$ cat src/spc_pkg.sv
// ---------------------------------------------------------------------------
// spc_pkg: shared types and constants of the sphere pair collision block
// Object record, compare stage status, controller states and sizes.
// ---------------------------------------------------------------------------
package spc_pkg;

  // Frame capacity (2..32) and the widths that follow from it
  localparam int MAX_OBJECTS = 32;
  localparam int IDX_W       = (MAX_OBJECTS > 1) ? $clog2(MAX_OBJECTS) : 1;
  localparam int CNT_W       = $clog2(MAX_OBJECTS + 1);
  // Width of the index fields on the result ports
  localparam int OUT_IDX_W   = 5;

  // One stored object
  typedef struct packed {
    logic signed [15:0] pos_x;
    logic signed [15:0] pos_y;
    logic signed [15:0] pos_z;
    logic        [14:0] radius;
    logic        [15:0] defend;
    logic        [15:0] attack;
  } obj_t;

  // Status of the pair test stage seen by the controller
  typedef struct packed {
    logic             valid;   // stage holds a compare
    logic             hit;     // spheres overlap and a mask pairing is set
    logic             first;   // stored defend & new attack non-zero
    logic             second;  // stored attack & new defend non-zero
    logic [IDX_W-1:0] idx;     // arrival index of the stored object
  } test_t;

  typedef enum logic [1:0] {
    ST_IDLE,
    ST_RUN,
    ST_FLUSH
  } state_t;

endpackage

$ cat src/spc_cell.sv
// ---------------------------------------------------------------------------
// spc_cell: one cell of the object ring
// Holds one stored object; takes its neighbor's object on a shift, or the
// new object on a load.
// ---------------------------------------------------------------------------
module spc_cell import spc_pkg::*; (
  input  logic clk,
  input  logic shift,
  input  logic load,
  input  obj_t shift_in,
  input  obj_t load_in,
  output obj_t q
);

  // payload only, no reset
  always_ff @(posedge clk) begin
    if (load) begin
      q <= load_in;
    end else if (shift) begin
      q <= shift_in;
    end
  end

endmodule

$ cat config.mk
export PLATFORM = sky130hd
export DESIGN_NAME = spc_cell
export DESIGN_NICKNAME = d
export VERILOG_FILES = /design/src/spc_pkg.sv /design/src/spc_cell.sv
export SDC_FILE = /design/constraint.sdc
export NUM_CORES = 1
export LEC_CHECK = 0
export BUFFER_PORTS_ARGS = -buffer_cell sky130_fd_sc_hd__buf_4
export CAP_MARGIN = 20
export CORE_AREA = 2 2 112 114
export DETAILED_ROUTE_END_ITERATION = 10
export DIE_AREA = 0 0 114 116
export GPL_TIMING_DRIVEN = 0
export PLACE_DENSITY = 0.69
export RECOVER_POWER = 100
export REMOVE_ABC_BUFFERS = 1
export SLEW_MARGIN = 10
export SYNTH_ARGS = -nofsm -noshare
export SYNTH_HDL_FRONTEND = slang
export SYNTH_SLANG_ARGS = --single-unit
$ cat constraint.sdc
create_clock -name clk -period 7.3 [get_ports clk]
set_input_delay 1.095 -clock clk [delete_from_list [all_inputs] [get_ports clk]]
set_output_delay 1.095 -clock clk [all_outputs]
set_load 0.05 [all_outputs]
# Word-level counts from Yosys, hierarchy flattened

Index checks and enable logic that the tools add are counted.
Widths: inputs -> output; s select.

Bits of input ports: 193
Word-level logic and storage cells: 9
Output and inout bits: 95
Register bits after elaboration: 95

Muxes and demuxes: 2
Reduce and logical (&&, ||, !) cells: 1

Operator list:

| kind              | number |
|---|---|
| $mux 95           | 2 |
| $reduce_bool 2->1 | 1 |

# Logic depth before layout (Yosys ltp)

Gate-level depths: netlist of the first run.

Word-level depth: 2
Gate-level depth with buffers: 4
Gate-level depth less buffers: 1

# Worst setup path after synthesis of the first run

No wires, ideal clock.

Kind: input to register
Start point: input port load
End point: register q[0] (netlist name), enable pin
Buffers on the path: 3
Arrival: 3.600 ns
Library setup time: 0.460 ns
Path slack: 3.240 ns
Data required time: 6.840 ns
Stages on the path: 4
Path through: buf_6 > buf_6 > buf_6 > or2_1

Longest elaborated chain between the ends: 1

RTL lines:

| item                               | line           | source |
|---|---|---|
| start: declaration                 | spc_cell.sv:9  | `input logic load,` |
| $reduce_bool 2->1 (no source line) | --             |  |
| end signal: assignment             | spc_cell.sv:18 | `q <= load_in;` |
| end signal: assignment             | spc_cell.sv:20 | `q <= shift_in;` |
| end: declaration                   | spc_cell.sv:12 | `output obj_t q` |

Every way passes these cells.
A chain may end at the register's enable or synchronous reset.

# Worst setup path after layout of the first run

Start point: input port load
End point: register q[52] (netlist name), enable pin

The elaborated chain is that of the path after synthesis.

==> results.toml, run 1 <==
[outcome]
outcome = "finished, violations left"
violations = "capacitance limit, slew limit"

[floorplan]
die_area_sq_mm = 0.0132
die_w_um = 114
fp.coreArea_sq_mm = 0.0119
die_h_um = 116
rows = 40
boundaryPins = 288
initial_core_util_pct = 35.0

[global_routing]
grt-busiest-layer = "met2"
grt_util_met3_pct = 5.33
overflow = 0
global_route.usage.met1_pct = 15.6
grt_first_pass_wirelength_um = 15100
antenna_found_initial = 0
grt_use_met2_pct = 28.1
grt_pass1_vias = 2936
track_usage_pct = 15.2
grt_max_degree = 97

[sta]
final.setup.tns_ps = 0
fmax_ghz = 0.212
worst_slack_ps = 2590
rsz0062_at_grt = "false"
worst_slew_pin_slew_ps = 3580
slew_headroom_pct = -138
hold_viol_final = 0
slew_viol_final = 50
final.min_clock_period_ps = 4710
fin_crit_sh_pct = 64.6
setup_violations = 0

[worst_setup_path]
critPathLaunchType = "input pin"
arrival_ps = 4720
path_cells = "buf_6 -> or2_0 -> buf_16"
cp.required_ps = 7310
crit_path_max_fanout = 96
worstSetupEndpointType = "register"
crit_type = "input pin to register"
max_stage_delay_ps = 2650
cp_slowest_cell = "or2_0"

[synthesis]
syn-cell-area_sq_mm = 0.00417
synth_seq_cells = 95
yosysSeqAreaShare_pct = 68.4
yosys_warnings = 0
avgSynthCellArea_sq_um = 20.6
syn_inst = 202
yosys.cell_types.count = 6

[cells_and_area]
reg_top3 = "q (95)"
multiInputGateArea_sq_mm = 0.00108
areaGrowthSynthToFinish_pct = 48.8
fill_cells = 1125
largest_register_ffs = 95
drive_above_1_share_pct = 52.7
nets = 683
regArea_sq_mm = 0.00285
final_core_util_pct = 52.1
antennaDiodeCount = 0
top_register = "q"

[clock_network]
clk_pin_slew_ps = 70
ctsHoldBuffers = 0
root_buffer = "clkbuf_16"
cts_tree = "done"
post_cts_buffers = 0
cts_resized = 0
cts_max_level = 3
cts_buffer_depth = 2
cts_buffers = 9
cts.sinks = 95

[worst_hold_path]
worst_hold_path.endpoint = "q[72]"
min_delay_path_depth = 2
hold_class = "input pin to register"
min_from = "shift_in[72]"

[detailed_routing]
drtAntennaViolNets = 0
vias_per_cell = 4.49
drtIter0Drc = 80
vias = 2882
drt_drc_violations_left = 0
routed_wl_um = 10700
first_pass_iters = 4
wl_per_cell_um = 16.7

[placement]
dp_slack_ps = 3980
dpl.hpwl_um = 8010
port_buffers = 287
gp_congestion = 0.738

[power_and_ir_drop]
swShare_pct = 32.3
power_switching_mw = 0.486
powerDensity_mw_per_mm2 = 243
ir_drop_mv = 0.135
leakage_nw = 2.52
p_clk_share_pct = 27.8
sequentialPowerShare_pct = 45.5
power_frac_comb_pct = 26.7
power.internal_mw = 1.02

[run]
drv_cap = 1
## worst max path at each step
stage | startpoint | to | slack [ps]
CTS | load | q[48] | 4340
finish | load | q[52] | 2590
floorplan | shift | q[0] | 3650
global route | load | q[34] | 2200
global placement | load | q[11] | 1620
detailed placement | load | q[93] | 3980
## synth_stat cells
| cell | number | area (sq um) |
|---|---|---|
| or2_1 | 1 | 6.26 |
| mux2_4 | 39 | 586 |
| mux2_2 | 56 | 631 |
| buf_6 | 6 | 67.6 |
| buf_2 | 5 | 25.0 |
| edfxtp_1 | 95 | 2850 |
## power by group through the flow
stage | combinational, mW | clock, mW | sequential, mW
6_report | 0.402 | 0.418 | 0.686
5_1_grt | 0.420 | 0.452 | 0.692
4_1_cts | 0.473 | 0.430 | 0.687
3_5_place_dp | 0.473 | 0 | 0.698
3_3_place_gp | 0.466 | 0 | 0.699
2_1_floorplan | 0.0608 | 0 | 0.914
## kinds of logic (layout without fill, tap and decap cells)
kind of cell           after synthesis  in the layout  share of synthesized area [%]
multiplexers                        95             95                           29.2
buffers and inverters               11            304                           2.22
flip-flops                          95             95                           68.4
AND/OR/NAND/NOR                      1              1                          0.150
## metrics by stage
stage	total power, mW	instances	hold WS, ps	area (sq um)
after floorplan	0.975	191	1310	4080
after global placement	1.17	625	1400	6410
after detailed placement	1.17	626	1400	6450
after CTS	1.59	642	1050	6710
after global routing	1.56	642	1040	6200
final	1.51	642	1050	6200
## worst max-delay path, delay by kind of cell
kind | cells | cell delay [ps]
buf+inv | 2 | 880
simple gates | 1 | 2650
## final cells by class
type	count	area share, %
Clock buffer	11	3.75
Clock inverter	5	0.403
Multi-Input combinational cell	96	17.4
Sequential cell	95	46.0
Tap cell	147	2.96
Timing Repair Buffer	288	29.5
## placed cells by master, fill, tap and decap left out, drive strengths merged
| master | netlist | layout |
|---|---|---|
| buf | 11 | 193 |
| edfxtp | 95 | 95 |
| clkinv | 0 | 4 |
| clkinvlp | 0 | 1 |
| mux2 | 95 | 95 |
| or2 | 1 | 1 |
| clkbuf | 0 | 106 |
## metal layers
layer	up-vias	wire length, um
met1	1337	3810
met3	16	971
met4	0	201
met2	160	5730
met5	-	0
li1	1369	-
(Power assumes the default switching activity.)
==> inputs of run 2 (changes only) <==
==> constraint.sdc (replaced) <==
create_clock -name clk -period 4.8 [get_ports clk]
set_input_delay 0.72 -clock clk [delete_from_list [all_inputs] [get_ports clk]]
set_output_delay 0.72 -clock clk [all_outputs]
set_load 0.05 [all_outputs]
==> run 2 against run 1 <==
Against the previous run: the run still ends with capacitance limit, slew limit left; cell count stayed put; count of clock-buffer cells in the layout stayed put; global-route usage stayed put; largest cell class unchanged; sequential power is 52% higher; largest power group unchanged; die area stayed put; wire length stayed put; hold slack worse by 370 ps; critical path depth stayed put; via count stayed put; setup slack worse by 1200 ps; critical endpoint unchanged; highest routed layer unchanged; clock power is 52% higher.
==> results.toml, run 2 (synthesis results as in run 1) <==
[clock_network]
cts_tree = "done"
clk_pin_slew_ps = 70
cts_buffers = 9
post_cts_buffers = 0
cts_max_level = 3
cts_buffer_depth = 2
cts_resized = 0
ctsHoldBuffers = 0
root_buffer = "clkbuf_16"
cts.sinks = 95

[cells_and_area]
multiInputGateArea_sq_mm = 0.00108
layout_common_cells = "buf_4, clkbuf_1, edfxtp_1"
final_common_cell = "buf_4"
reg_top3 = "q (95)"
regArea_sq_mm = 0.00285
top_register = "q"
final_core_util_pct = 52.1
antennaDiodeCount = 0
drive_above_1_share_pct = 52.7
fill_cells = 1125
areaGrowthSynthToFinish_pct = 48.8
largest_register_ffs = 95
final_cells = 642
final_area_sq_mm = 0.00620
nets = 683

[power_and_ir_drop]
leakage_nw = 2.52
power_mw = 2.29
ir_drop_mv = 0.206
powerDensity_mw_per_mm2 = 369

[worst_setup_path]
critPathTopFamily = "simple AND/OR/NAND/NOR gates"
max_stage_delay_ps = 1700
crit_type = "input pin to register"
crit_path_max_fanout = 96
cp_slowest_cell = "or2_1"
arrival_ps = 3450
worstSetupEndpointType = "register"
cp.required_ps = 4810
crit_buf_inv = 2
path_cells = "buf_6 -> or2_1 -> buf_16"
critPathLaunchType = "input pin"

[sta]
worst_slack_ps = 1360
final.setup.tns_ps = 0
fin_crit_sh_pct = 71.8
hold_viol_final = 0
setup_violations = 0
rsz0062_at_grt = "false"
slew_headroom_pct = -47.5
fmax_ghz = 0.290
worst_slew_pin_slew_ps = 2210
final.min_clock_period_ps = 3440
slew_viol_final = 50
whs_ps = 671

[detailed_routing]
routed_wl_um = 10700
drt_drc_violations_left = 0
first_pass_iters = 4
drtAntennaViolNets = 0
wl_per_cell_um = 16.7
vias = 2882
drtIter0Drc = 80
vias_per_cell = 4.49

[global_routing]
grt_max_degree = 97
grt_first_pass_wirelength_um = 15100
antenna_found_initial = 0
track_usage_pct = 15.2
overflow = 0
grt_pass1_vias = 2936

[floorplan]
die_w_um = 114
die_area_sq_mm = 0.0132
initial_core_util_pct = 35.0
fp.coreArea_sq_mm = 0.0119
rows = 40
boundaryPins = 288
die_h_um = 116

[placement]
placed_cells = 626
dpl.hpwl_um = 8010
dp_slack_ps = 1860
port_buffers = 287
place_area_sq_mm = 0.00645
gp_congestion = 0.738

[outcome]
violations = "capacitance limit, slew limit"
outcome = "finished, violations left"

[run]
drv_cap = 1

[worst_hold_path]
hold_class = "input pin to register"
==> run 2: changes by cell type in the layout (fill, tap and decap cells not counted) <==
cell,change
or2_0,-1
or2_1,+1
==> run 2: routing by layer <==
layer / routed length [um] / track usage (%) / share of wire [%] / vias to the layer above
met5: 0 / 0 / 0 / -
met3: 971 / 5.33 / 9.1 / 16
met4: 201 / 6.18 / 1.9 / 0
met2: 5730 / 28.1 / 53 / 160
met1: 3810 / 15.6 / 36 / 1337
li1: - / - / - / 1369
==> run 2: final cells by class <==
class                   count  share of cell area (%)
clock buffers              11                    3.75
clock inverters             5                   0.403
multi-input cells          96                    17.4
flip-flops and latches     95                    46.0
well taps                 147                    2.96
repair buffers            288                    29.5
==> run 2: path summary, 6_finish.rpt <==
check  cells past startpoint  endpoint  slack (ps)          from
max                        3     q[52]        1360          load
min                        2     q[72]         670  shift_in[72]
==> run 2: report_power, final <==
part | internal [mW] | leakage, nW | switching, mW
Sequential | 1.02 | 0.968 | 0.0225
Clock | 0.346 | 0.124 | 0.289
Combinational | 0.183 | 1.43 | 0.428
Total | 1.55 | 2.52 | 0.740
